===== src/rtl/iitt_pkg.sv =====
package iitt_pkg;

  localparam int ICON_SIZE       = 32;
  localparam int TEXTURE_SIZE    = 48;
  localparam int PALETTE_ENTRIES = 16;

  localparam int ICON_ACROSS = ICON_SIZE / 8;
  localparam int ICON_BYTES  = ICON_ACROSS * ICON_ACROSS * 32;
  localparam int TEX_ACROSS  = TEXTURE_SIZE / 8;
  localparam int TEX_TILES   = TEX_ACROSS * TEX_ACROSS;
  localparam int INSET       = (TEXTURE_SIZE - ICON_SIZE) / 2;
  localparam int TILE_TEXELS = 64;

  localparam int QUEUE_DEPTH = 4;
  localparam int QUEUE_AW    = $clog2(QUEUE_DEPTH);

  localparam logic [15:0] FILL_RESET =
    16'((((8'h24 >> 3) << 11) | ((8'h28 >> 2) << 5) | (8'h32 >> 3)));

  typedef enum logic [1:0] {
    OP_PALETTE = 2'd0,
    OP_BITMAP  = 2'd1,
    OP_FILL    = 2'd2,
    OP_NONE    = 2'd3
  } op_t;

  typedef enum logic [1:0] {
    CMD_PALETTE = 2'd0,
    CMD_TEXELS  = 2'd1,
    CMD_FILL    = 2'd2
  } cmd_kind_t;

  typedef struct packed {
    logic [1:0]  operation;
    logic [3:0]  palette_index;
    logic [14:0] color_bgr555;
    logic [8:0]  byte_offset;
    logic [7:0]  bitmap_byte;
    logic [5:0]  tile_number;
  } in_item_t;

  typedef struct packed {
    logic [11:0] texel_address;
    logic [15:0] texel_color;
    logic        last_of_run;
  } out_item_t;

  typedef struct packed {
    cmd_kind_t   kind;
    logic [3:0]  pal_index;
    logic [15:0] pal_color;
    logic [11:0] addr0;
    logic [11:0] addr1;
    logic [7:0]  pixels;
    logic [5:0]  tile;
  } cmd_t;

  function automatic logic [11:0] tex_addr(input logic [5:0] x, input logic [5:0] y);
    logic [5:0] t;
    t = 6'(y[5:3] * TEX_ACROSS) + 6'(x[5:3]);
    return {t, y[2], x[2], y[1], x[1], y[0], x[0]};
  endfunction

endpackage


===== src/rtl/iitt_front.sv =====
module iitt_front (
  input  logic               in_valid,
  input  iitt_pkg::in_item_t in_item,
  output logic               in_stall,
  input  logic               full,
  output logic               push,
  output iitt_pkg::cmd_t     push_cmd
);

  logic [3:0] tile;
  logic [1:0] row;
  logic [1:0] col;
  logic [5:0] x0;
  logic [5:0] x1;
  logic [5:0] y;
  logic [4:0] g;
  logic       keep;

  always_comb begin
    tile = in_item.byte_offset[8:5];
    row = 2'd0;
    for (int r = 1; r < iitt_pkg::ICON_ACROSS; r++) begin
      if (tile >= 4'(r * iitt_pkg::ICON_ACROSS)) begin
        row = 2'(r);
      end
    end
    col = 2'(tile - 4'(row * iitt_pkg::ICON_ACROSS));
    x0 = 6'({col, 3'b000}) + 6'({in_item.byte_offset[1:0], 1'b0}) + 6'(iitt_pkg::INSET);
    x1 = x0 + 6'd1;
    y = 6'({row, 3'b000}) + 6'(in_item.byte_offset[4:2]) + 6'(iitt_pkg::INSET);
    g = in_item.color_bgr555[9:5];

    push_cmd.kind = iitt_pkg::CMD_PALETTE;
    push_cmd.pal_index = in_item.palette_index;
    push_cmd.pal_color = {in_item.color_bgr555[4:0], g, g[4], in_item.color_bgr555[14:10]};
    push_cmd.addr0 = iitt_pkg::tex_addr(x0, y);
    push_cmd.addr1 = iitt_pkg::tex_addr(x1, y);
    push_cmd.pixels = in_item.bitmap_byte;
    push_cmd.tile = in_item.tile_number;

    keep = 1'b0;
    case (iitt_pkg::op_t'(in_item.operation))
      iitt_pkg::OP_PALETTE: begin
        keep = 1'b1;
      end
      iitt_pkg::OP_BITMAP: begin
        push_cmd.kind = iitt_pkg::CMD_TEXELS;
        keep = 10'(in_item.byte_offset) < 10'(iitt_pkg::ICON_BYTES);
      end
      iitt_pkg::OP_FILL: begin
        push_cmd.kind = iitt_pkg::CMD_FILL;
        keep = 7'(in_item.tile_number) < 7'(iitt_pkg::TEX_TILES);
      end
      default: begin
        keep = 1'b0;
      end
    endcase
  end

  assign in_stall = full;
  assign push = in_valid && !full && keep;

endmodule


===== src/rtl/iitt_queue.sv =====
module iitt_queue (
  input  logic           clk,
  input  logic           rst,
  input  logic           push,
  input  iitt_pkg::cmd_t push_cmd,
  output logic           full,
  input  logic           pop,
  output logic           head_valid,
  output iitt_pkg::cmd_t head_cmd
);

  iitt_pkg::cmd_t entries [iitt_pkg::QUEUE_DEPTH];
  logic [iitt_pkg::QUEUE_AW-1:0] wr_ptr;
  logic [iitt_pkg::QUEUE_AW-1:0] rd_ptr;
  logic [iitt_pkg::QUEUE_AW:0]   count;

  assign full = count == (iitt_pkg::QUEUE_AW+1)'(iitt_pkg::QUEUE_DEPTH);
  assign head_valid = count != '0;
  assign head_cmd = entries[rd_ptr];

  always_ff @(posedge clk) begin
    if (rst) begin
      wr_ptr <= '0;
      rd_ptr <= '0;
      count <= '0;
    end else begin
      if (push) begin
        wr_ptr <= wr_ptr + 1'b1;
      end
      if (pop) begin
        rd_ptr <= rd_ptr + 1'b1;
      end
      if (push && !pop) begin
        count <= count + 1'b1;
      end else if (pop && !push) begin
        count <= count - 1'b1;
      end
    end
  end

  always_ff @(posedge clk) begin
    if (push) begin
      entries[wr_ptr] <= push_cmd;
    end
  end

endmodule


===== src/rtl/iitt_back.sv =====
module iitt_back (
  input  logic                clk,
  input  logic                rst,
  input  logic [15:0]         fill_color,
  input  logic                head_valid,
  input  iitt_pkg::cmd_t      head_cmd,
  output logic                pop,
  output logic                out_valid,
  input  logic                out_stall,
  output iitt_pkg::out_item_t out_item
);

  localparam logic [5:0] FILL_LAST = 6'(iitt_pkg::TILE_TEXELS - 1);

  logic [15:0] palette [iitt_pkg::PALETTE_ENTRIES];
  logic [5:0]  cnt;
  logic [5:0]  cnt_next;
  logic        load_ok;
  logic        emit;
  logic        pal_we;
  logic [3:0]  nibble;
  iitt_pkg::out_item_t emit_item;

  assign load_ok = !out_valid || !out_stall;

  always_comb begin
    pop = 1'b0;
    emit = 1'b0;
    pal_we = 1'b0;
    cnt_next = cnt;
    nibble = cnt[0] ? head_cmd.pixels[7:4] : head_cmd.pixels[3:0];
    emit_item.texel_address = cnt[0] ? head_cmd.addr1 : head_cmd.addr0;
    emit_item.texel_color = (nibble == 4'd0) ? fill_color : palette[nibble];
    emit_item.last_of_run = cnt[0];
    if (head_valid) begin
      case (head_cmd.kind)
        iitt_pkg::CMD_PALETTE: begin
          pal_we = 1'b1;
          pop = 1'b1;
        end
        iitt_pkg::CMD_TEXELS: begin
          if (load_ok) begin
            emit = 1'b1;
            if (cnt[0]) begin
              pop = 1'b1;
              cnt_next = '0;
            end else begin
              cnt_next = 6'd1;
            end
          end
        end
        iitt_pkg::CMD_FILL: begin
          emit_item.texel_address = {head_cmd.tile, cnt};
          emit_item.texel_color = fill_color;
          emit_item.last_of_run = cnt == FILL_LAST;
          if (load_ok) begin
            emit = 1'b1;
            if (cnt == FILL_LAST) begin
              pop = 1'b1;
              cnt_next = '0;
            end else begin
              cnt_next = cnt + 6'd1;
            end
          end
        end
        default: begin
          pop = 1'b1;
        end
      endcase
    end
  end

  always_ff @(posedge clk) begin
    if (rst) begin
      out_valid <= 1'b0;
      cnt <= '0;
    end else begin
      if (load_ok) begin
        out_valid <= emit;
      end
      cnt <= cnt_next;
    end
  end

  always_ff @(posedge clk) begin
    if (emit) begin
      out_item <= emit_item;
    end
    if (pal_we) begin
      palette[head_cmd.pal_index] <= head_cmd.pal_color;
    end
  end

endmodule


===== src/rtl/indexed_icon_to_tiled_texture.sv =====
// Converts palette-indexed icon data into RGB565 texels of a tiled, Morton-ordered
// texture. Palette loads give no output; a bitmap byte gives two texels, and a
// fill gives 64 texels, one texel per cycle while the output is not stalled,
// limited by the single output register. Accepted items wait in a four-entry
// command queue, so input transfers continue while results are still being sent.
// Palette entries must be loaded before a bitmap byte refers to them.
module indexed_icon_to_tiled_texture (
  input  logic                clk,
  input  logic                rst,
  input  logic                cfg_we,
  input  logic [15:0]         cfg_data,
  input  logic                in_valid,
  output logic                in_stall,
  input  iitt_pkg::in_item_t  in_item,
  output logic                out_valid,
  input  logic                out_stall,
  output iitt_pkg::out_item_t out_item
);

  logic [15:0]    fill_color;
  logic           full;
  logic           push;
  logic           pop;
  logic           head_valid;
  iitt_pkg::cmd_t push_cmd;
  iitt_pkg::cmd_t head_cmd;

  always_ff @(posedge clk) begin
    if (rst) begin
      fill_color <= iitt_pkg::FILL_RESET;
    end else if (cfg_we) begin
      fill_color <= cfg_data;
    end
  end

  iitt_front u_front (
    .in_valid (in_valid),
    .in_item  (in_item),
    .in_stall (in_stall),
    .full     (full),
    .push     (push),
    .push_cmd (push_cmd)
  );

  iitt_queue u_queue (
    .clk        (clk),
    .rst        (rst),
    .push       (push),
    .push_cmd   (push_cmd),
    .full       (full),
    .pop        (pop),
    .head_valid (head_valid),
    .head_cmd   (head_cmd)
  );

  iitt_back u_back (
    .clk        (clk),
    .rst        (rst),
    .fill_color (fill_color),
    .head_valid (head_valid),
    .head_cmd   (head_cmd),
    .pop        (pop),
    .out_valid  (out_valid),
    .out_stall  (out_stall),
    .out_item   (out_item)
  );

endmodule

===== config.mk =====
export PLATFORM = sky130hd
export DESIGN_NAME = indexed_icon_to_tiled_texture
export DESIGN_NICKNAME = d
export VERILOG_FILES = /design/src/rtl/iitt_pkg.sv /design/src/rtl/iitt_front.sv /design/src/rtl/iitt_queue.sv /design/src/rtl/iitt_back.sv /design/src/rtl/indexed_icon_to_tiled_texture.sv
export SDC_FILE = /design/constraint.sdc
export NUM_CORES = 1
export LEC_CHECK = 0
export BUFFER_PORTS_ARGS = -buffer_cell sky130_fd_sc_hd__buf_2
export CAP_MARGIN = 25
export CORE_MARGIN = 2
export CORE_UTILIZATION = 54
export CTS_CLUSTER_DIAMETER = 120
export CTS_CLUSTER_SIZE = 14
export DETAILED_ROUTE_END_ITERATION = 8
export GPL_TIMING_DRIVEN = 0
export PLACE_DENSITY = 0.71
export SYNTH_ARGS = -nofsm -noshare
export SYNTH_HDL_FRONTEND = slang
export SYNTH_HIERARCHICAL = 1
export SYNTH_SLANG_ARGS = --single-unit
export TNS_END_PERCENT = 5

===== constraint.sdc =====
create_clock -name clk -period 3.72 [get_ports clk]
set_input_delay 0 -clock clk [delete_from_list [all_inputs] [get_ports clk]]
set_output_delay 0 -clock clk [all_outputs]
set_load 0.02 [all_outputs]

Yosys cells after proc, flatten, opt, wreduce, memory -nomap -nowiden
Memory sizes are Yosys's and may differ from the RTL's. A register that Yosys moved wholly into a read port is not among the register bits.
Index checks and enable logic that the tools add are counted.
Storage, ports and cells
  RAM bits: 496
  register bits: 59
  input bits: 65
  memories kept: 2
  output and inout bits: 31
  logic and storage cells: 90
Cells by class
  multiply operators: 1
  add/sub/neg operators: 13
  eq/ne operators: 8
  reductions and logical operators: 19
  muxes and demuxes: 34
  $lt $le $gt $ge: 4
Memories
  u_back.palette: depth 16, width 16, rd ports 1, clocked after Yosys merged registers in 0, wr ports 1, line iitt_back.sv:15  | logic [15:0] palette [iitt_pkg::PALETTE_ENTRIES];
  u_queue.entries: depth 4, width 60, rd ports 1, clocked after Yosys merged registers in 1, wr ports 1, line iitt_queue.sv:12  | iitt_pkg::cmd_t entries [iitt_pkg::QUEUE_DEPTH];
Operators by type and width (number)
  two-way mux 29 bit: 2
  two-way mux 6 bit: 3
  two-way mux 1 bit: 16
  two-way mux 16 bit: 1
  adder 5 x 3 -> 6 bit: 2
  adder 6 x 1 -> 6 bit (second input constant): 2
  adder 6 x 3 -> 6 bit: 2
  adder 6 x 4 -> 6 bit (second input constant): 2
  two-way mux 12 bit: 1
  one-hot mux 6 bit (2 select lines): 1
  greater-or-equal comparator 4 bit (second input constant): 2
  two-way mux 2 bit: 4
  == test 6 bit (second input constant): 1
  less-than comparator 6 bit (second input constant): 1
  two-way mux 3 bit: 2
  zero test 1 bit: 5
  multiplier 3 x 2 -> 5 bit (second input constant): 1
  adder 2 x 1 -> 2 bit (second input constant): 2
  == test 2 x 1 -> 1 bit (second input constant): 2
  == test 2 bit (second input constant): 2
  greater-or-equal comparator 4 x 3 -> 1 bit (second input constant): 1
  logical AND 1 bit: 4
  zero test 2 bit: 2
  zero test 4 bit: 1
  13 further kinds: 17

Depth between registers and ports, before layout
  depth in word-level cells: 8
  mapped depth: 15
  depth with buffers taken out: 13

Hierarchy
Netlist, hierarchy kept.
Modules (own cells, without submodules)
  iitt_back: sequential area each 8338.0 sq um, area each 11607.4 sq um, cells an instance 826, instances 1
  iitt_queue: sequential area each 7387.1 sq um, area each 9153.8 sq um, cells an instance 358, instances 1
  iitt_front: sequential area each 0.0 sq um, area each 688.2 sq um, cells an instance 91, instances 1
  indexed_icon_to_tiled_texture: sequential area each 320.3 sq um, area each 591.8 sq um, cells an instance 52, instances 1

Least setup slack after synthesis
Ideal clock, no wire load.
  kind: reg-to-reg
  from: register (tool-made name)
  to: register u_queue/count[2] in the netlist's numbering
  buffers on the path: 2
  data required time: 3.650 ns
  arrival time: 3.108 ns
  library setup time: 0.070 ns
  period minus slack after synthesis: 3.178 ns
  slack: 0.542 ns
  stages on the path, launching flop included: 16
  cell sequence: dfxtp_1 -> buf_6 -> buf_12 -> mux4_2 -> inv_1 -> ha_1 -> o21ai_0 -> o211ai_1 -> a21boi_0 -> inv_1 -> ha_1 -> inv_1 -> fa_1 -> xor2_1 -> or3_1 -> a21oi_1
RTL lines
  to (signal assigned): line iitt_queue.sv:34  | count <= count + 1'b1;
  to (signal assigned): line iitt_queue.sv:36  | count <= count - 1'b1;
  to (decl): line iitt_queue.sv:15  | logic [iitt_pkg::QUEUE_AW:0] count;

==> impl_metrics.py <==
metrics = {
    "power": {
        "intPower_mw": 11.9,
        "p_leak_nw": 8.66,
        "switching_share": 0.329,
        "ir_drop_uv": 590,
        "power.density_nw_per_um2": 699,
        "p_comb_frac": 0.326,
        "switching_power_mw": 5.87,
        "pwr-share-clk": 0.237,
        "power_frac_seq": 0.437,
    },
    "route": {
        "drt_iter0_drc": 1073,
        "vias_per_cell": 5.81,
        "drc": 0,
        "vias": 12104,
        "drt_pass1_iterations": 5,
        "ant_nets": 0,
        "wl_per_cell_um": 22.8,
        "wl_um": 47400,
    },
    "sta": {
        "holdWs_ps": 29.9,
        "worstMarginPinSlew_ps": 1040,
        "drv_slew": 0,
        "fin_worst_skew_ps": 15.3,
        "max_freq_mhz": 294,
        "finalCritPeriodShare": 0.915,
        "finalCriticalPeriod_ps": 3400,
        "final-setup-viol-count": 0,
        "rsz0062_at_grt": "false",
        "max_slew_margin": 0.307,
        "hold_viol": 0,
    },
    "final_layout": {
        "fill_cells": 2874,
        "final_cell_mix": "edfxtp_1 (513), nand2_1 (152), buf_2 (88)",
        "nets": 1608,
        "seq_area_sq_um": 16000,
        "drive_gt1_frac": 0.213,
        "multi_input_area_sq_um": 5080,
        "areaGrowthSynthToFinish_pct": 15.6,
        "fin_util": 0.629,
        "final_common_cell": "edfxtp_1",
    },
    "outcome": {
        "status": "complete, no violations",
    },
    "clock_network": {
        "clk_pin_slew_ps": 60,
        "htree_levels": 2,
        "clockBufferDepth": 3,
        "clock_latency_ps": 570,
        "clock-sinks": 545,
        "cts_tree": "done",
        "post-cts-setup-buffers": 0,
        "clockRootBuffer": "clkbuf_16",
        "numCtsBuffers": 44,
    },
    "synth": {
        "synth-seq-area-share": 0.728,
        "syn_area_sq_um": 22000,
        "async_flop_share": 0,
        "ys_ff_latch": 545,
        "synth_warnings": 6,
        "synth.distinct_cells": 61,
        "postSynthCellCount": 1327,
        "synth_enable_flop_cells": 513,
        "syn_nets": 1411,
        "ys.flop_type": "edfxtp_1",
        "syn-mean-instance-area_sq_um": 16.6,
    },
    "grt": {
        "antenna_found_initial": 4,
        "grt_pass1_vias": 12320,
        "grt_start_max_net_pins": 53,
        "grt_remaining_overflow": 0,
        "grtUsageTotal": 0.229,
        "grt_pass1_wl_um": 71700,
    },
    "critical_path": {
        "worstSetupPathType": "reg2reg",
        "critPathRequiredTime_ps": 4210,
        "cp.arrival_ps": 3900,
        "start_kind": "flip-flop",
        "cp_max_fo": 10,
        "crit_path_end_kind": "flip-flop",
        "rrSetupSlack_ps": 320,
    },
    "floorplanning": {
        "rows": 74,
        "initial_core_util": 0.544,
        "num_io_pins": 96,
        "core_sq_um": 40600,
        "die_h_um": 206,
        "fp.dieArea_sq_um": 42400,
        "die_w_um": 206,
    },
    "run": {
        "maxCapViolations": 0,
    },
    "min_path": {
        "hp-class": "in2reg",
    },
    "placed_design": {
        "gp_congestion": 0.840,
        "io_buffers": 61,
        "dp_hpwl_um": 30800,
    },
}
## final timing paths
| path | from | end | cells past startpoint |
|---|---|---|---|
| setup / recovery | flip-flop | u_queue/count[2] | 15 |
| hold / removal | cfg_we | fill_color[9] | 5 |
| setup reg to reg | flip-flop | u_queue/count[2] | 15 |
| hold reg to reg | u_queue/count[2] | u_queue/count[2] | 2 |
## timing repair
item / in CTS / in global routing
pin swaps: 0 / 0
resized for setup: 1 / 3
hold buffers: 72 / 0
endpoints found under the setup margin: 1 / 1
cloned: 0 / 0
endpoints found under the hold margin: 225 / 0
## area by class of cell
cell class              count  share of cell area
multi-input cells         642               0.199
diodes                      3            0.000295
clock buffers              67              0.0466
plain buffers             118              0.0351
repair buffers            152              0.0582
flip-flops and latches    545               0.630
clock inverters             3             0.00177
well taps                 532              0.0261
inverters                  21             0.00309
## Yosys cell counts (7+ instances only)
library cell | count | area (sq um)
a21oi_1 | 40 | 200
buf_12 | 7 | 140
o22ai_1 | 24 | 150
nor3_1 | 18 | 90.1
inv_1 | 21 | 78.8
nor2_1 | 46 | 173
dfxtp_1 | 32 | 641
a31oi_1 | 26 | 163
mux4_2 | 66 | 1490
nand3_1 | 55 | 275
buf_4 | 57 | 428
buf_2 | 27 | 135
edfxtp_1 | 513 | 15400
clkbuf_1 | 14 | 52.6
nand2_1 | 152 | 571
buf_6 | 10 | 113
ha_1 | 17 | 213
o21ai_0 | 32 | 160
mux2i_1 | 75 | 751
## cell families after synthesis
family | after synthesis | synth area share
other cells | 2 | 0.000341
flops | 545 | 0.728
xor+xnor | 10 | 0.00397
simple gates | 312 | 0.0635
buf+inv | 140 | 0.0442
mux | 144 | 0.104
compound gates | 155 | 0.0449
fa+ha+maj | 19 | 0.0115
## critical path: stages (launching register included)
cell	delay, ps
dfxtp_1	320
buf_6	180
buf_12	170
mux4_2	540
inv_1	110
ha_2	260
o21ai_0	170
o211ai_1	130
a21boi_1	150
inv_1	80
ha_1	170
inv_1	60
fa_1	370
xor2_1	170
or3_1	300
a21oi_1	130
## metal layers
layer	vias to the layer above	global-route usage	part of all wire
met1	6124	0.305	0.41
met2	455	0.386	0.50
met3	75	0.0432	0.071
met5	-	0	0
met4	0	0.0679	0.024
li1	5450	-	-
## stage by stage
step / setup TNS (ps) / power [mW] / worst slack [ps] / area (sq um) / std cells
2_1_floorplan: 0 / 11.7 / 542 / 22000 / 1327
3_3_place_gp: -113880 / 13.4 / -635 / 23000 / 1920
3_5_place_dp: 0 / 13.6 / 22.7 / 23500 / 1939
4_1_cts: 0 / 17.9 / 15.5 / 25500 / 2081
5_1_grt: 0 / 18.5 / 79.6 / 25500 / 2083
6_report: 0 / 17.8 / 316 / 25500 / 2083
## power by group through the flow
stage | Clock, mW | Sequential (mW) | Combinational, mW
2_1_floorplan | 0 | 8.10 | 3.57
3_3_place_gp | 0 | 7.91 | 5.45
3_5_place_dp | 0 | 7.90 | 5.67
4_1_cts | 4.31 | 7.78 | 5.77
5_1_grt | 4.53 | 7.82 | 6.19
6_report | 4.22 | 7.78 | 5.81
## registers in the layout, summed over array words and instances, names as in the netlist, named ones only
register          count
u_back/palette      244
u_queue/entries     240
u_back/out_item      29
fill_color           16
u_back/cnt            6
u_queue/count         3
u_queue/rd_ptr        2
u_queue/wr_ptr        2
u_back/out_valid      1
Note: power is estimated with default switching activity, not from simulation.
